$ cat src/hdl/sm83_alu_with_flags_defines.svh
// Assertion macros used by the SM83 ALU pipeline module sm83_alu_with_flags.
// Files that assert include this header; it depends on nothing else.
`ifndef SM83_ALU_WITH_FLAGS_DEFINES_SVH
`define SM83_ALU_WITH_FLAGS_DEFINES_SVH

// Checked only while the block is out of reset.
`define SM83ALU_ASSERT(lbl, prop, msg) \
  lbl: assert property (@(posedge clk_i) disable iff (!rst_ni) prop) else $error(msg);

// Checked at every edge, reset included.
`define SM83ALU_ASSERT_ALWAYS(lbl, prop, msg) \
  lbl: assert property (@(posedge clk_i) prop) else $error(msg);

`endif

$ cat src/hdl/sm83alu_pkg.sv
// Types and constants of the SM83 ALU: operation kinds, flag positions,
// prefixed opcode groups and the request and result structs. No dependencies.
package sm83alu_pkg;

  localparam int unsigned KindW = 5;
  localparam int unsigned DataW = 16;
  localparam int unsigned FlagW = 4;

  localparam int unsigned FlagZ = 3;
  localparam int unsigned FlagN = 2;
  localparam int unsigned FlagH = 1;
  localparam int unsigned FlagC = 0;

  localparam logic [7:0] DaaLimit  = 8'h99;
  localparam logic [7:0] DaaAdjLo  = 8'h06;
  localparam logic [7:0] DaaAdjHi  = 8'h60;
  localparam logic [3:0] DaaNibble = 4'h9;

  typedef enum logic [KindW-1:0] {
    KIND_ADD    = 5'd0,
    KIND_ADC    = 5'd1,
    KIND_SUB    = 5'd2,
    KIND_SBC    = 5'd3,
    KIND_AND    = 5'd4,
    KIND_XOR    = 5'd5,
    KIND_OR     = 5'd6,
    KIND_CP     = 5'd7,
    KIND_INC8   = 5'd8,
    KIND_DEC8   = 5'd9,
    KIND_RLCA   = 5'd10,
    KIND_RRCA   = 5'd11,
    KIND_RLA    = 5'd12,
    KIND_RRA    = 5'd13,
    KIND_DAA    = 5'd14,
    KIND_CPL    = 5'd15,
    KIND_SCF    = 5'd16,
    KIND_CCF    = 5'd17,
    KIND_ADD16  = 5'd18,
    KIND_ADDSP  = 5'd19,
    KIND_INC16  = 5'd20,
    KIND_DEC16  = 5'd21,
    KIND_PREFIX = 5'd22
  } kind_e;

  typedef enum logic [1:0] {
    GRP_SHIFT = 2'd0,
    GRP_BIT   = 2'd1,
    GRP_RES   = 2'd2,
    GRP_SET   = 2'd3
  } grp_e;

  typedef enum logic [2:0] {
    SH_RLC  = 3'd0,
    SH_RRC  = 3'd1,
    SH_RL   = 3'd2,
    SH_RR   = 3'd3,
    SH_SLA  = 3'd4,
    SH_SRA  = 3'd5,
    SH_SWAP = 3'd6,
    SH_SRL  = 3'd7
  } shift_e;

  typedef struct packed {
    logic [KindW-1:0] kind;
    logic [DataW-1:0] operand_a;
    logic [DataW-1:0] operand_b;
    logic [FlagW-1:0] flags_in;
  } alu_req_t;

  typedef struct packed {
    logic [DataW-1:0] result;
    logic [FlagW-1:0] flags_out;
    logic             writes_result;
  } alu_res_t;

endpackage

$ cat src/hdl/sm83alu_in_if.sv
// Input channel of the SM83 ALU: valid/ready handshake and operation payload.
// Depends on sm83alu_pkg for field widths.
interface sm83alu_in_if;
  logic                              valid;
  logic                              ready;
  logic [sm83alu_pkg::KindW-1:0]     kind;
  logic [sm83alu_pkg::DataW-1:0]     operand_a;
  logic [sm83alu_pkg::DataW-1:0]     operand_b;
  logic [sm83alu_pkg::FlagW-1:0]     flags_in;

  modport source (output valid, kind, operand_a, operand_b, flags_in, input ready);
  modport sink   (input valid, kind, operand_a, operand_b, flags_in, output ready);
endinterface

$ cat src/hdl/sm83alu_out_if.sv
// Output channel of the SM83 ALU: valid/ready handshake and result payload.
// Depends on sm83alu_pkg for field widths.
interface sm83alu_out_if;
  logic                              valid;
  logic                              ready;
  logic [sm83alu_pkg::DataW-1:0]     result;
  logic [sm83alu_pkg::FlagW-1:0]     flags_out;
  logic                              writes_result;

  modport source (output valid, result, flags_out, writes_result, input ready);
  modport sink   (input valid, result, flags_out, writes_result, output ready);
endinterface

$ cat src/hdl/sm83alu_core.sv
// Combinational datapath of the SM83 ALU: computes value, flags and write enable.
// Depends on sm83alu_pkg.
module sm83alu_core (
  input  sm83alu_pkg::alu_req_t req_i,
  output sm83alu_pkg::alu_res_t res_o
);

  logic [7:0]  a8;
  logic [7:0]  b8;
  logic [15:0] a16;
  logic [15:0] b16;
  logic        fz;
  logic        fn;
  logic        fh;
  logic        fc;
  logic        cin;
  logic [8:0]  sum9;
  logic [4:0]  sum_lo;
  logic [8:0]  dif9;
  logic [4:0]  dif_lo;
  logic [7:0]  inc8;
  logic [7:0]  dec8;
  logic [7:0]  daa_adj;
  logic        daa_c;
  logic [7:0]  daa_r;
  logic [16:0] add16;
  logic [12:0] add16_lo;
  logic [15:0] sp_r;
  logic [4:0]  sp_lo;
  logic [8:0]  sp_mid;
  logic [1:0]  grp;
  logic [2:0]  sel;
  logic [7:0]  mask;
  logic [7:0]  sh_r;
  logic        sh_c;
  logic [15:0] r;
  logic        z;
  logic        n;
  logic        h;
  logic        c;
  logic        wr;

  assign a8  = req_i.operand_a[7:0];
  assign b8  = req_i.operand_b[7:0];
  assign a16 = req_i.operand_a;
  assign b16 = req_i.operand_b;
  assign fz  = req_i.flags_in[sm83alu_pkg::FlagZ];
  assign fn  = req_i.flags_in[sm83alu_pkg::FlagN];
  assign fh  = req_i.flags_in[sm83alu_pkg::FlagH];
  assign fc  = req_i.flags_in[sm83alu_pkg::FlagC];

  assign cin = ((req_i.kind == sm83alu_pkg::KIND_ADC) ||
                (req_i.kind == sm83alu_pkg::KIND_SBC)) ? fc : 1'b0;

  assign sum9   = {1'b0, a8} + {1'b0, b8} + {8'd0, cin};
  assign sum_lo = {1'b0, a8[3:0]} + {1'b0, b8[3:0]} + {4'd0, cin};
  assign dif9   = {1'b0, a8} - {1'b0, b8} - {8'd0, cin};
  assign dif_lo = {1'b0, a8[3:0]} - {1'b0, b8[3:0]} - {4'd0, cin};
  assign inc8   = a8 + 8'd1;
  assign dec8   = a8 - 8'd1;

  always_comb begin
    daa_adj = 8'd0;
    daa_c   = 1'b0;
    if (fh || (!fn && (a8[3:0] > sm83alu_pkg::DaaNibble))) begin
      daa_adj = sm83alu_pkg::DaaAdjLo;
    end
    if (fc || (!fn && (a8 > sm83alu_pkg::DaaLimit))) begin
      daa_adj = daa_adj | sm83alu_pkg::DaaAdjHi;
      daa_c   = 1'b1;
    end
  end
  assign daa_r = fn ? (a8 - daa_adj) : (a8 + daa_adj);

  assign add16    = {1'b0, a16} + {1'b0, b16};
  assign add16_lo = {1'b0, a16[11:0]} + {1'b0, b16[11:0]};
  assign sp_r     = a16 + {{8{b8[7]}}, b8};
  assign sp_lo    = {1'b0, a16[3:0]} + {1'b0, b8[3:0]};
  assign sp_mid   = {1'b0, a16[7:0]} + {1'b0, b8};

  assign grp  = b8[7:6];
  assign sel  = b8[5:3];
  assign mask = 8'd1 << sel;

  always_comb begin
    case (sel)
      sm83alu_pkg::SH_RLC:  begin sh_r = {a8[6:0], a8[7]}; sh_c = a8[7]; end
      sm83alu_pkg::SH_RRC:  begin sh_r = {a8[0], a8[7:1]}; sh_c = a8[0]; end
      sm83alu_pkg::SH_RL:   begin sh_r = {a8[6:0], fc};    sh_c = a8[7]; end
      sm83alu_pkg::SH_RR:   begin sh_r = {fc, a8[7:1]};    sh_c = a8[0]; end
      sm83alu_pkg::SH_SLA:  begin sh_r = {a8[6:0], 1'b0};  sh_c = a8[7]; end
      sm83alu_pkg::SH_SRA:  begin sh_r = {a8[7], a8[7:1]}; sh_c = a8[0]; end
      sm83alu_pkg::SH_SWAP: begin sh_r = {a8[3:0], a8[7:4]}; sh_c = 1'b0; end
      default:              begin sh_r = {1'b0, a8[7:1]};  sh_c = a8[0]; end
    endcase
  end

  always_comb begin
    r  = a16;
    z  = fz;
    n  = fn;
    h  = fh;
    c  = fc;
    wr = 1'b1;
    case (req_i.kind)
      sm83alu_pkg::KIND_ADD, sm83alu_pkg::KIND_ADC: begin
        r = {8'd0, sum9[7:0]};
        z = (sum9[7:0] == 8'd0); n = 1'b0; h = sum_lo[4]; c = sum9[8];
      end
      sm83alu_pkg::KIND_SUB, sm83alu_pkg::KIND_SBC: begin
        r = {8'd0, dif9[7:0]};
        z = (dif9[7:0] == 8'd0); n = 1'b1; h = dif_lo[4]; c = dif9[8];
      end
      sm83alu_pkg::KIND_CP: begin
        r = {8'd0, a8}; wr = 1'b0;
        z = (dif9[7:0] == 8'd0); n = 1'b1; h = dif_lo[4]; c = dif9[8];
      end
      sm83alu_pkg::KIND_AND: begin
        r = {8'd0, a8 & b8};
        z = ((a8 & b8) == 8'd0); n = 1'b0; h = 1'b1; c = 1'b0;
      end
      sm83alu_pkg::KIND_XOR: begin
        r = {8'd0, a8 ^ b8};
        z = ((a8 ^ b8) == 8'd0); n = 1'b0; h = 1'b0; c = 1'b0;
      end
      sm83alu_pkg::KIND_OR: begin
        r = {8'd0, a8 | b8};
        z = ((a8 | b8) == 8'd0); n = 1'b0; h = 1'b0; c = 1'b0;
      end
      sm83alu_pkg::KIND_INC8: begin
        r = {8'd0, inc8};
        z = (inc8 == 8'd0); n = 1'b0; h = (inc8[3:0] == 4'h0);
      end
      sm83alu_pkg::KIND_DEC8: begin
        r = {8'd0, dec8};
        z = (dec8 == 8'd0); n = 1'b1; h = (dec8[3:0] == 4'hF);
      end
      sm83alu_pkg::KIND_RLCA: begin
        r = {8'd0, a8[6:0], a8[7]};
        z = 1'b0; n = 1'b0; h = 1'b0; c = a8[7];
      end
      sm83alu_pkg::KIND_RRCA: begin
        r = {8'd0, a8[0], a8[7:1]};
        z = 1'b0; n = 1'b0; h = 1'b0; c = a8[0];
      end
      sm83alu_pkg::KIND_RLA: begin
        r = {8'd0, a8[6:0], fc};
        z = 1'b0; n = 1'b0; h = 1'b0; c = a8[7];
      end
      sm83alu_pkg::KIND_RRA: begin
        r = {8'd0, fc, a8[7:1]};
        z = 1'b0; n = 1'b0; h = 1'b0; c = a8[0];
      end
      sm83alu_pkg::KIND_DAA: begin
        r = {8'd0, daa_r};
        z = (daa_r == 8'd0); h = 1'b0; c = daa_c;
      end
      sm83alu_pkg::KIND_CPL: begin
        r = {8'd0, ~a8};
        n = 1'b1; h = 1'b1;
      end
      sm83alu_pkg::KIND_SCF: begin
        r = {8'd0, a8}; wr = 1'b0;
        n = 1'b0; h = 1'b0; c = 1'b1;
      end
      sm83alu_pkg::KIND_CCF: begin
        r = {8'd0, a8}; wr = 1'b0;
        n = 1'b0; h = 1'b0; c = !fc;
      end
      sm83alu_pkg::KIND_ADD16: begin
        r = add16[15:0];
        n = 1'b0; h = add16_lo[12]; c = add16[16];
      end
      sm83alu_pkg::KIND_ADDSP: begin
        r = sp_r;
        z = 1'b0; n = 1'b0; h = sp_lo[4]; c = sp_mid[8];
      end
      sm83alu_pkg::KIND_INC16: begin
        r = a16 + 16'd1;
      end
      sm83alu_pkg::KIND_DEC16: begin
        r = a16 - 16'd1;
      end
      sm83alu_pkg::KIND_PREFIX: begin
        case (grp)
          sm83alu_pkg::GRP_BIT: begin
            r = {8'd0, a8}; wr = 1'b0;
            z = ((a8 & mask) == 8'd0); n = 1'b0; h = 1'b1;
          end
          sm83alu_pkg::GRP_RES: begin
            r = {8'd0, a8 & ~mask};
          end
          sm83alu_pkg::GRP_SET: begin
            r = {8'd0, a8 | mask};
          end
          default: begin
            r = {8'd0, sh_r};
            z = (sh_r == 8'd0); n = 1'b0; h = 1'b0; c = sh_c;
          end
        endcase
      end
      default: begin
        wr = 1'b0;
      end
    endcase
  end

  assign res_o.result        = r;
  assign res_o.flags_out     = {z, n, h, c};
  assign res_o.writes_result = wr;

endmodule

$ cat src/hdl/sm83_alu_with_flags.sv
// SM83 ALU with flags: one operation per transfer on the input channel gives
// one result transfer once it has passed the input and result registers. Every
// cycle a new operation can be taken, since the input register, the single
// combinational ALU pass and the result register form a two-stage pipeline
// that only stalls while the output is held back. Depends on sm83alu_pkg, the
// channel interfaces, sm83alu_core and the assertion macro header.
`include "sm83_alu_with_flags_defines.svh"

module sm83_alu_with_flags (
  input  logic                 clk_i,
  input  logic                 rst_ni,
  sm83alu_in_if.sink           in_i,
  sm83alu_out_if.source        out_o
);

  logic                  s1_v_q;
  logic                  s1_v_d;
  sm83alu_pkg::alu_req_t s1_req_q;
  logic                  s2_v_q;
  logic                  s2_v_d;
  sm83alu_pkg::alu_res_t s2_res_q;
  sm83alu_pkg::alu_res_t core_res;
  logic                  s2_ready;
  logic                  s1_adv;
  logic                  in_acc;

  assign s2_ready   = !s2_v_q || out_o.ready;
  assign s1_adv     = s1_v_q && s2_ready;
  assign in_i.ready = !s1_v_q || s2_ready;
  assign in_acc     = in_i.valid && in_i.ready;

  assign s1_v_d = in_i.ready ? in_i.valid : s1_v_q;
  assign s2_v_d = s2_ready ? s1_v_q : s2_v_q;

  always_ff @(posedge clk_i or negedge rst_ni) begin
    if (!rst_ni) begin
      s1_v_q <= 1'b0;
      s2_v_q <= 1'b0;
    end else begin
      s1_v_q <= s1_v_d;
      s2_v_q <= s2_v_d;
    end
  end

  always_ff @(posedge clk_i) begin
    if (in_acc) begin
      s1_req_q.kind      <= in_i.kind;
      s1_req_q.operand_a <= in_i.operand_a;
      s1_req_q.operand_b <= in_i.operand_b;
      s1_req_q.flags_in  <= in_i.flags_in;
    end
    if (s1_adv) begin
      s2_res_q <= core_res;
    end
  end

  sm83alu_core u_core (
    .req_i (s1_req_q),
    .res_o (core_res)
  );

  assign out_o.valid         = s2_v_q;
  assign out_o.result        = s2_res_q.result;
  assign out_o.flags_out     = s2_res_q.flags_out;
  assign out_o.writes_result = s2_res_q.writes_result;

  `SM83ALU_ASSERT(a_in_captured, in_acc |=> s1_v_q, "accepted transfer not held in input stage")
  `SM83ALU_ASSERT(a_stage_moves, s1_adv |=> s2_v_q, "input stage did not reach result register")
  `SM83ALU_ASSERT(a_s1_holds, (s1_v_q && !s2_ready) |=> (s1_v_q && $stable(s1_req_q)), "stalled input stage lost its operation")
  `SM83ALU_ASSERT_ALWAYS(a_reset_empty, !rst_ni |=> (!s1_v_q && !s2_v_q), "pipeline not empty after reset")

endmodule

$ cat src/flat_wrapper.sv
// flat-port wrapper written by rule: the top's interface ports become plain ports
module sm83_alu_with_flags_flat 
  (clk_i, rst_ni, in_i_valid, in_i_kind, in_i_operand_a, in_i_operand_b, in_i_flags_in, in_i_ready, out_o_valid, out_o_result, out_o_flags_out, out_o_writes_result, out_o_ready);
  sm83alu_in_if in_i_i ();
  sm83alu_out_if out_o_i ();
  input  logic clk_i;
  input  logic rst_ni;
  input wire logic [$bits(in_i_i.valid)-1:0] in_i_valid;
  input wire logic [$bits(in_i_i.kind)-1:0] in_i_kind;
  input wire logic [$bits(in_i_i.operand_a)-1:0] in_i_operand_a;
  input wire logic [$bits(in_i_i.operand_b)-1:0] in_i_operand_b;
  input wire logic [$bits(in_i_i.flags_in)-1:0] in_i_flags_in;
  output wire logic [$bits(in_i_i.ready)-1:0] in_i_ready;
  output wire logic [$bits(out_o_i.valid)-1:0] out_o_valid;
  output wire logic [$bits(out_o_i.result)-1:0] out_o_result;
  output wire logic [$bits(out_o_i.flags_out)-1:0] out_o_flags_out;
  output wire logic [$bits(out_o_i.writes_result)-1:0] out_o_writes_result;
  input wire logic [$bits(out_o_i.ready)-1:0] out_o_ready;
  assign in_i_i.valid = in_i_valid;
  assign in_i_i.kind = in_i_kind;
  assign in_i_i.operand_a = in_i_operand_a;
  assign in_i_i.operand_b = in_i_operand_b;
  assign in_i_i.flags_in = in_i_flags_in;
  assign in_i_ready = in_i_i.ready;
  assign out_o_valid = out_o_i.valid;
  assign out_o_result = out_o_i.result;
  assign out_o_flags_out = out_o_i.flags_out;
  assign out_o_writes_result = out_o_i.writes_result;
  assign out_o_i.ready = out_o_ready;
  sm83_alu_with_flags u_core (.clk_i(clk_i), .rst_ni(rst_ni), .in_i(in_i_i), .out_o(out_o_i));
endmodule
$ cat config.mk
export PLATFORM = sky130hd
export DESIGN_NAME = sm83_alu_with_flags_flat
export DESIGN_NICKNAME = d
export VERILOG_FILES = /design/src/hdl/sm83alu_pkg.sv /design/src/hdl/sm83alu_in_if.sv /design/src/hdl/sm83alu_out_if.sv /design/src/hdl/sm83alu_core.sv /design/src/hdl/sm83_alu_with_flags.sv /design/src/flat_wrapper.sv
export VERILOG_INCLUDE_DIRS = /design/src /design/src/hdl
export SDC_FILE = /design/constraint.sdc
export NUM_CORES = 1
export LEC_CHECK = 0
export ABC_AREA = 1
export ABC_CLOCK_PERIOD_IN_PS = 4000
export BUFFER_PORTS_ARGS = -buffer_cell sky130_fd_sc_hd__buf_2
export CELL_PAD_IN_SITES_DETAIL_PLACEMENT = 0
export CELL_PAD_IN_SITES_GLOBAL_PLACEMENT = 1
export CORE_MARGIN = 2
export CORE_UTILIZATION = 27
export CTS_CLUSTER_SIZE = 24
export DETAILED_ROUTE_END_ITERATION = 10
export PLACE_DENSITY = 0.54
export SLEW_MARGIN = 10
export SYNTH_ARGS = -nofsm -noshare
export SYNTH_HDL_FRONTEND = slang
export SYNTH_HIERARCHICAL = 1
export SYNTH_SLANG_ARGS = --single-unit
$ cat constraint.sdc
create_clock -name clk_i -period 4 [get_ports clk_i]
set_input_delay 0.6 -clock clk_i [delete_from_list [all_inputs] [get_ports clk_i]]
set_output_delay 0.6 -clock clk_i [all_outputs]
set_load 0.01 [all_outputs]
==> results.py, run 1 <==
metrics = {
    "status": {
        "status": "completed",
    },
    "run": {
        "maxCapViolCount": 0,
    },
    "synth": {
        "ys_ff_latch": 64,
        "syn_area_um2": 7840,
        "synth_cells": 1171,
        "seq_area_frac_synth_pct": 24.4,
        "synth_common_cells": "nand2_1, inv_1, nor2_1",
        "synth_top_area_share_pct": 23.8,
        "yosysWarnings": 6,
        "syn-num-nets": 1289,
        "synth.distinct_cells": 60,
        "synth_area_leader_cell": "edfxtp_1",
        "synth_flop_cell": "edfxtp_1",
        "async_flop_share_pct": 3.13,
        "syn_area_per_cell_um2": 6.69,
        "synth_most_common_cell": "nand2_1",
        "synthTopCellsByArea": "edfxtp_1, nand2_1, ha_1",
        "synth-edff-count": 62,
    },
    "power_and_ir_drop": {
        "vdd_ir_drop_max_uv": 200,
        "power_density_nw_per_um2": 325,
        "power_leakage_nw": 4.46,
    },
    "floorplan": {
        "rows": 62,
        "die_h_um": 174,
        "ioPinCount": 68,
        "start_util_pct": 27.4,
        "die_x_um": 174,
        "dieArea_um2": 30400,
        "core_um2": 28600,
    },
    "clocking": {
        "cts_sinks": 64,
        "cts_resized": 0,
        "cts_made_buffers": 9,
        "clk_pin_slew_worst_paths_ns": 0.07,
        "cts_root_buffer": "clkbuf_16",
        "post_cts_buffers": 0,
        "cts_buffer_depth": 2,
        "ctsHoldBuffers": 0,
        "clock_latency_ns": 0.37,
        "cts_tree": "done",
        "htree_num_levels": 3,
    },
    "sta": {
        "final.min_clock_period_ns": 3.72,
        "fin_skew_ns": 0.0206,
        "fmax_ghz": 0.269,
        "tns_ns": 0,
        "fin_crit_sh_pct": 93.0,
        "slew-limit-headroom_pct": 31.5,
        "final_hold_viol_count": 0,
        "worst_pin_slew_ns": 1.03,
        "setup_viol": 0,
        "slew_violations": 0,
        "rsz0062_at_grt": "false",
    },
    "cells_and_area": {
        "layout.nets": 1369,
        "final_cells": 1640,
        "fillers": 3176,
        "antenna_cells": 0,
        "drive_gt1_share_pct": 14.3,
        "area_growth_pct": 15.6,
    },
    "global_route": {
        "grt_usage_pct": 23.5,
        "met2_usage_pct": 36.6,
        "busiest_layer": "met2",
        "use_met3_pct": 3.81,
        "grt_max_degree": 42,
        "overflow": 0,
        "grt_pass1_wl_mm": 52.8,
        "antenna_found_initial": 0,
        "use_met1_pct": 32.4,
        "first_global_vias": 8346,
    },
    "critical_path": {
        "critPathKind": "reg2reg",
        "worstSetupEndpointType": "register",
        "crit_required_ns": 4.11,
        "worst_setup_path_start_kind": "register",
        "crit_fanout": 4,
        "reg2reg_depth": 17,
        "cp.arrival_ns": 3.83,
        "reg2reg_from": "u_core/s1_req_q[39]$_DFFE_PP_",
        "rr_endpoint": "u_core/out_o.result[4]$_DFFE_PP_",
        "reg2reg_slack_ns": 0.28,
    },
    "placement": {
        "hpwl_mm": 28.0,
        "io_buffers": 67,
        "finalWeightedCongestion": 0.983,
        "placed_cells": 1624,
    },
    "drt": {
        "drt-total-wl_mm": 35.2,
        "drcViolationCount": 0,
        "routed_via_density": 5.11,
        "drt.antenna.violating_nets": 0,
        "drtPass1Iterations": 5,
        "drt_iter0_drc": 707,
        "vias": 8388,
        "wl_per_cell_um": 21.5,
    },
    "hold_path": {
        "hold_class": "in2async",
    },
}
## cells by family after synthesis
| kind of cell | share of synthesized area (%) |
|---|---|
| AND/OR/NAND/NOR | 38.6 |
| buffers and inverters | 9.91 |
| AO/OA/AOI/OAI | 13.2 |
| adder cells (fa/ha/maj) | 12.0 |
| flip-flops | 24.4 |
| XOR/XNOR | 1.90 |
## state kept, by name, indices dropped and copies added, names as in the netlist
signal	count
u_core/s1_req_q	41
u_core/out_o.result	16
u_core/out_o.flags_out	4
u_core/out_o.valid	1
u_core/out_o.writes_result	1
u_core/s1_v_q	1
## final cells by class
type | count | area (µm²) | share of cell area (%)
Sequential cell | 64 | 1910 | 21.1
Clock inverter | 7 | 128 | 1.41
Inverter | 148 | 563 | 6.22
Timing Repair Buffer | 102 | 598 | 6.60
Clock buffer | 9 | 225 | 2.49
Tap cell | 384 | 480 | 5.30
Multi-Input combinational cell | 926 | 5150 | 56.9
## through the flow
| step | util [%] | total power, mW | hold slack, ns | cell area [µm²] | setup WS, ns |
|---|---|---|---|---|---|
| floorplan | - | 1.57 | 0.304 | 7840 | 0.301 |
| global placement | 30.4 | 1.95 | 0.389 | 8710 | 0.377 |
| detailed placement | 30.4 | 1.93 | 0.388 | 8710 | 0.307 |
| CTS | 31.6 | 2.96 | 0.00396 | 9060 | 0.295 |
| global route | 31.6 | 3.12 | 0.0000854 | 9060 | 0.000953 |
| finish | 31.6 | 2.94 | 0.0133 | 9060 | 0.280 |
## power breakdown
part	switching (mW)	total [mW]	internal (mW)	leakage, nW
clock	0.386	1.00	0.619	0.172
sequential	0.0499	0.862	0.812	0.620
combinational	0.728	1.07	0.345	3.67
total	1.16	2.94	1.78	4.46
## layer usage
metal	part of all wire, %	up-vias
li1	-	4115
met1	48	3929
met2	43	284
met3	5.3	60
met4	3.6	0
met5	0	-
## critical path: stages, from the launching register on
cell,delay (ns)
edfxtp_1,0.48
inv_2,0.15
nand2_1,0.09
nor3_1,0.15
inv_1,0.08
nor2_1,0.30
inv_1,0.12
fa_1,0.43
fa_1,0.44
o21ai_0,0.25
nand2_1,0.13
xor2_1,0.18
nand2_1,0.10
nand4_1,0.11
nor2_1,0.20
nand3_1,0.10
nor2_1,0.11
nor2_1,0.05
## worst max-delay path by stage
stage,start,endpoint,slack (ns),cells past startpoint
floorplan,u_core/s1_req_q[21]$_DFFE_PP_,u_core/out_o.flags_out[3]$_DFFE_PP_,0.30,26
global placement,u_core/s1_req_q[39]$_DFFE_PP_,u_core/out_o.result[4]$_DFFE_PP_,0.38,17
detailed placement,u_core/s1_req_q[39]$_DFFE_PP_,u_core/out_o.result[4]$_DFFE_PP_,0.31,17
CTS,u_core/s1_req_q[39]$_DFFE_PP_,u_core/out_o.result[4]$_DFFE_PP_,0.30,17
global route,u_core/s1_req_q[39]$_DFFE_PP_,u_core/out_o.result[4]$_DFFE_PP_,0.001,17
finish,u_core/s1_req_q[39]$_DFFE_PP_,u_core/out_o.result[4]$_DFFE_PP_,0.28,17
## layout by cell type (no fill, tap or decap), drive strengths merged, types with 4 or more instances in the layout
| cell type | netlist | final |
|---|---|---|
| nor2 | 120 | 120 |
| nor3 | 17 | 17 |
| nor4 | 7 | 7 |
| o21ai | 70 | 70 |
| ha | 69 | 69 |
| edfxtp | 62 | 62 |
| nand3 | 110 | 110 |
| nand3b | 7 | 7 |
| o2111ai | 7 | 7 |
| fa | 4 | 4 |
| or2 | 10 | 10 |
| buf | 26 | 102 |
| clkbuf | 7 | 9 |
| xor2 | 15 | 15 |
| o211ai | 4 | 4 |
| nand4 | 40 | 40 |
| inv | 145 | 147 |
| a21o | 6 | 6 |
| clkinv | 3 | 5 |
| o21bai | 5 | 5 |
| a21oi | 59 | 59 |
| nand2 | 337 | 337 |
| o22ai | 12 | 12 |
Power figures use the tool's default switching activity.
==> inputs of run 2 (changes only) <==
--- a/config.mk
+++ b/config.mk
@@ -16,6 +16,7 @@
 export CTS_CLUSTER_SIZE = 24
 export DETAILED_ROUTE_END_ITERATION = 10
 export PLACE_DENSITY = 0.54
+export RECOVER_POWER = 50
 export SLEW_MARGIN = 10
 export SYNTH_ARGS = -nofsm -noshare
 export SYNTH_HDL_FRONTEND = slang
==> run 2 against run 1 <==
Against the previous run:
- core utilization is 0.15 points lower
- routed wire length is 0.24% higher
- clock skew hardly changed
- critical path depth stayed put
- sequential power hardly changed
- global-route usage stayed put
- via count is 0.55% higher
- register-to-register slack worse by 0.02 ns
- maximum frequency is 0.64% lower
- combinational power hardly changed
- count of clock-buffer cells in the layout stayed put
==> results.py, run 2 (synthesis gave the netlist of run 1 again) <==
metrics = {
    "clocking": {
        "clock_latency_ns": 0.37,
        "cts_tree": "done",
        "cts_buffer_depth": 2,
        "post_cts_buffers": 0,
        "clk_pin_slew_worst_paths_ns": 0.07,
        "htree_num_levels": 3,
        "cts_resized": 0,
        "ctsHoldBuffers": 0,
        "cts_sinks": 64,
        "cts_root_buffer": "clkbuf_16",
        "cts_made_buffers": 9,
    },
    "critical_path": {
        "cpPeakStageDelay_ns": 0.48,
        "worstSetupEndpointType": "register",
        "crit_slowest_cell": "edfxtp_1",
        "worst_setup_path_start_kind": "register",
        "crit_family": "simple AND/OR/NAND/NOR gates",
        "cp_cell_sequence": "inv_2 -> nand2_1 -> nor3_1 -> inv_1 -> nor2_1 -> inv_1 -> fa_1 -> fa_1 -> o21ai_0 -> nand2_1 -> xor2_1 -> nand2_1 -> nand4_1 -> nor2_1 -> nand3_1 -> nor2_1 -> nor2_1",
        "cp.arrival_ns": 3.86,
        "crit_path_frequent_cell": "nor2_1",
        "crit_required_ns": 4.11,
        "worst-path-buf-inv": 3,
        "critPathKind": "reg2reg",
        "crit_fanout": 4,
    },
    "sta": {
        "fmax_ghz": 0.267,
        "final_hold_viol_count": 0,
        "final.min_clock_period_ns": 3.74,
        "worst_pin_slew_ns": 1.25,
        "slew_violations": 0,
        "rsz0062_at_grt": "false",
        "finalWorstSetupSlack_ns": 0.256,
        "fin_crit_sh_pct": 93.6,
        "setup_viol": 0,
        "tns_ns": 0,
        "fin_skew_ns": 0.0202,
        "slew-limit-headroom_pct": 16.8,
    },
    "floorplan": {
        "die_h_um": 174,
        "die_x_um": 174,
        "dieArea_um2": 30400,
        "rows": 62,
        "start_util_pct": 27.4,
        "ioPinCount": 68,
        "core_um2": 28600,
    },
    "drt": {
        "routed_via_density": 5.14,
        "wl_per_cell_um": 21.5,
        "drt_iter0_drc": 805,
        "drtPass1Iterations": 5,
        "drt.antenna.violating_nets": 0,
        "drcViolationCount": 0,
        "vias": 8434,
        "drt-total-wl_mm": 35.3,
    },
    "placement": {
        "place_ws_ns": 0.307,
        "finalWeightedCongestion": 0.983,
        "io_buffers": 67,
        "placed_cells": 1624,
        "hpwl_mm": 28.0,
    },
    "cells_and_area": {
        "final_cells": 1640,
        "largest_reg_flops": 41,
        "fillers": 3186,
        "antenna_cells": 0,
        "max_flop_register": "u_core/s1_req_q",
        "area_growth_pct": 15.0,
        "final_common_cell": "nand2_1",
        "drive_gt1_share_pct": 12.0,
        "final_cell_mix": "nand2_1, inv_1, nor2_1",
        "layout.nets": 1369,
    },
    "run": {
        "maxCapViolCount": 0,
    },
    "global_route": {
        "antenna_found_initial": 0,
        "overflow": 0,
        "first_global_vias": 8346,
        "grt_usage_pct": 23.5,
        "grt_pass1_wl_mm": 52.8,
        "grt_max_degree": 42,
    },
    "power_and_ir_drop": {
        "power_leakage_nw": 4.38,
        "power_density_nw_per_um2": 325,
        "vdd_ir_drop_max_uv": 201,
    },
    "status": {
        "status": "completed",
    },
    "hold_path": {
        "hold_class": "in2async",
    },
}
==> run 2: where the power goes <==
group | total, mW | switching (mW) | internal, mW
logic | 1.07 | 0.728 | 0.337
clock network | 1.00 | 0.385 | 0.619
registers | 0.863 | 0.0504 | 0.813
==> run 2: metal layers <==
metal  GRT usage, %  vias up  wire (µm)
li1               -     4120          -
met1           32.4     3952      16800
met2           36.6      300      15300
met3           3.81       62       1970
met4           8.93        0       1300
met5              0        -          0
==> run 2: worst paths after layout <==
kind / startpoint / endpoint / slack [ns] / cells after the start
max: u_core/s1_req_q[39]$_DFFE_PP_ / u_core/out_o.result[4]$_DFFE_PP_ / 0.26 / 17
min: rst_ni / u_core/s1_v_q$_DFFE_PN0P_ / 0.01 / 1
max reg2reg: u_core/s1_req_q[39]$_DFFE_PP_ / u_core/out_o.result[4]$_DFFE_PP_ / 0.26 / 17
min reg2reg: u_core/s1_v_q$_DFFE_PN0P_ / u_core/out_o.valid$_DFFE_PN0P_ / 0.49 / 2
max in group asynchronous: rst_ni / u_core/out_o.valid$_DFFE_PN0P_ / 3.86 / 1
min in group clk_i: in_i_operand_b[0] / u_core/s1_req_q[4]$_DFFE_PP_ / 0.40 / 1
==> run 2: per-stage QoR <==
step	power (mW)	hold slack, ns	area [µm²]	util, %
2_1_floorplan	1.57	0.304	7840	-
3_3_place_gp	1.95	0.389	8710	30.4
3_5_place_dp	1.93	0.388	8710	30.4
4_1_cts	2.96	0.00396	9060	31.6
5_1_grt	3.11	0.0151	9010	31.5
6_report	2.93	0.0137	9010	31.5
==> run 2: layout make-up <==
class	instances	area, µm²	area share (%)
Tap cell	384	480	5.33
Timing Repair Buffer	102	563	6.25
Clock buffer	9	225	2.50
Inverter	148	563	6.25
Sequential cell	64	1910	21.2
Multi-Input combinational cell	926	5140	57.1
Clock inverter	7	128	1.42
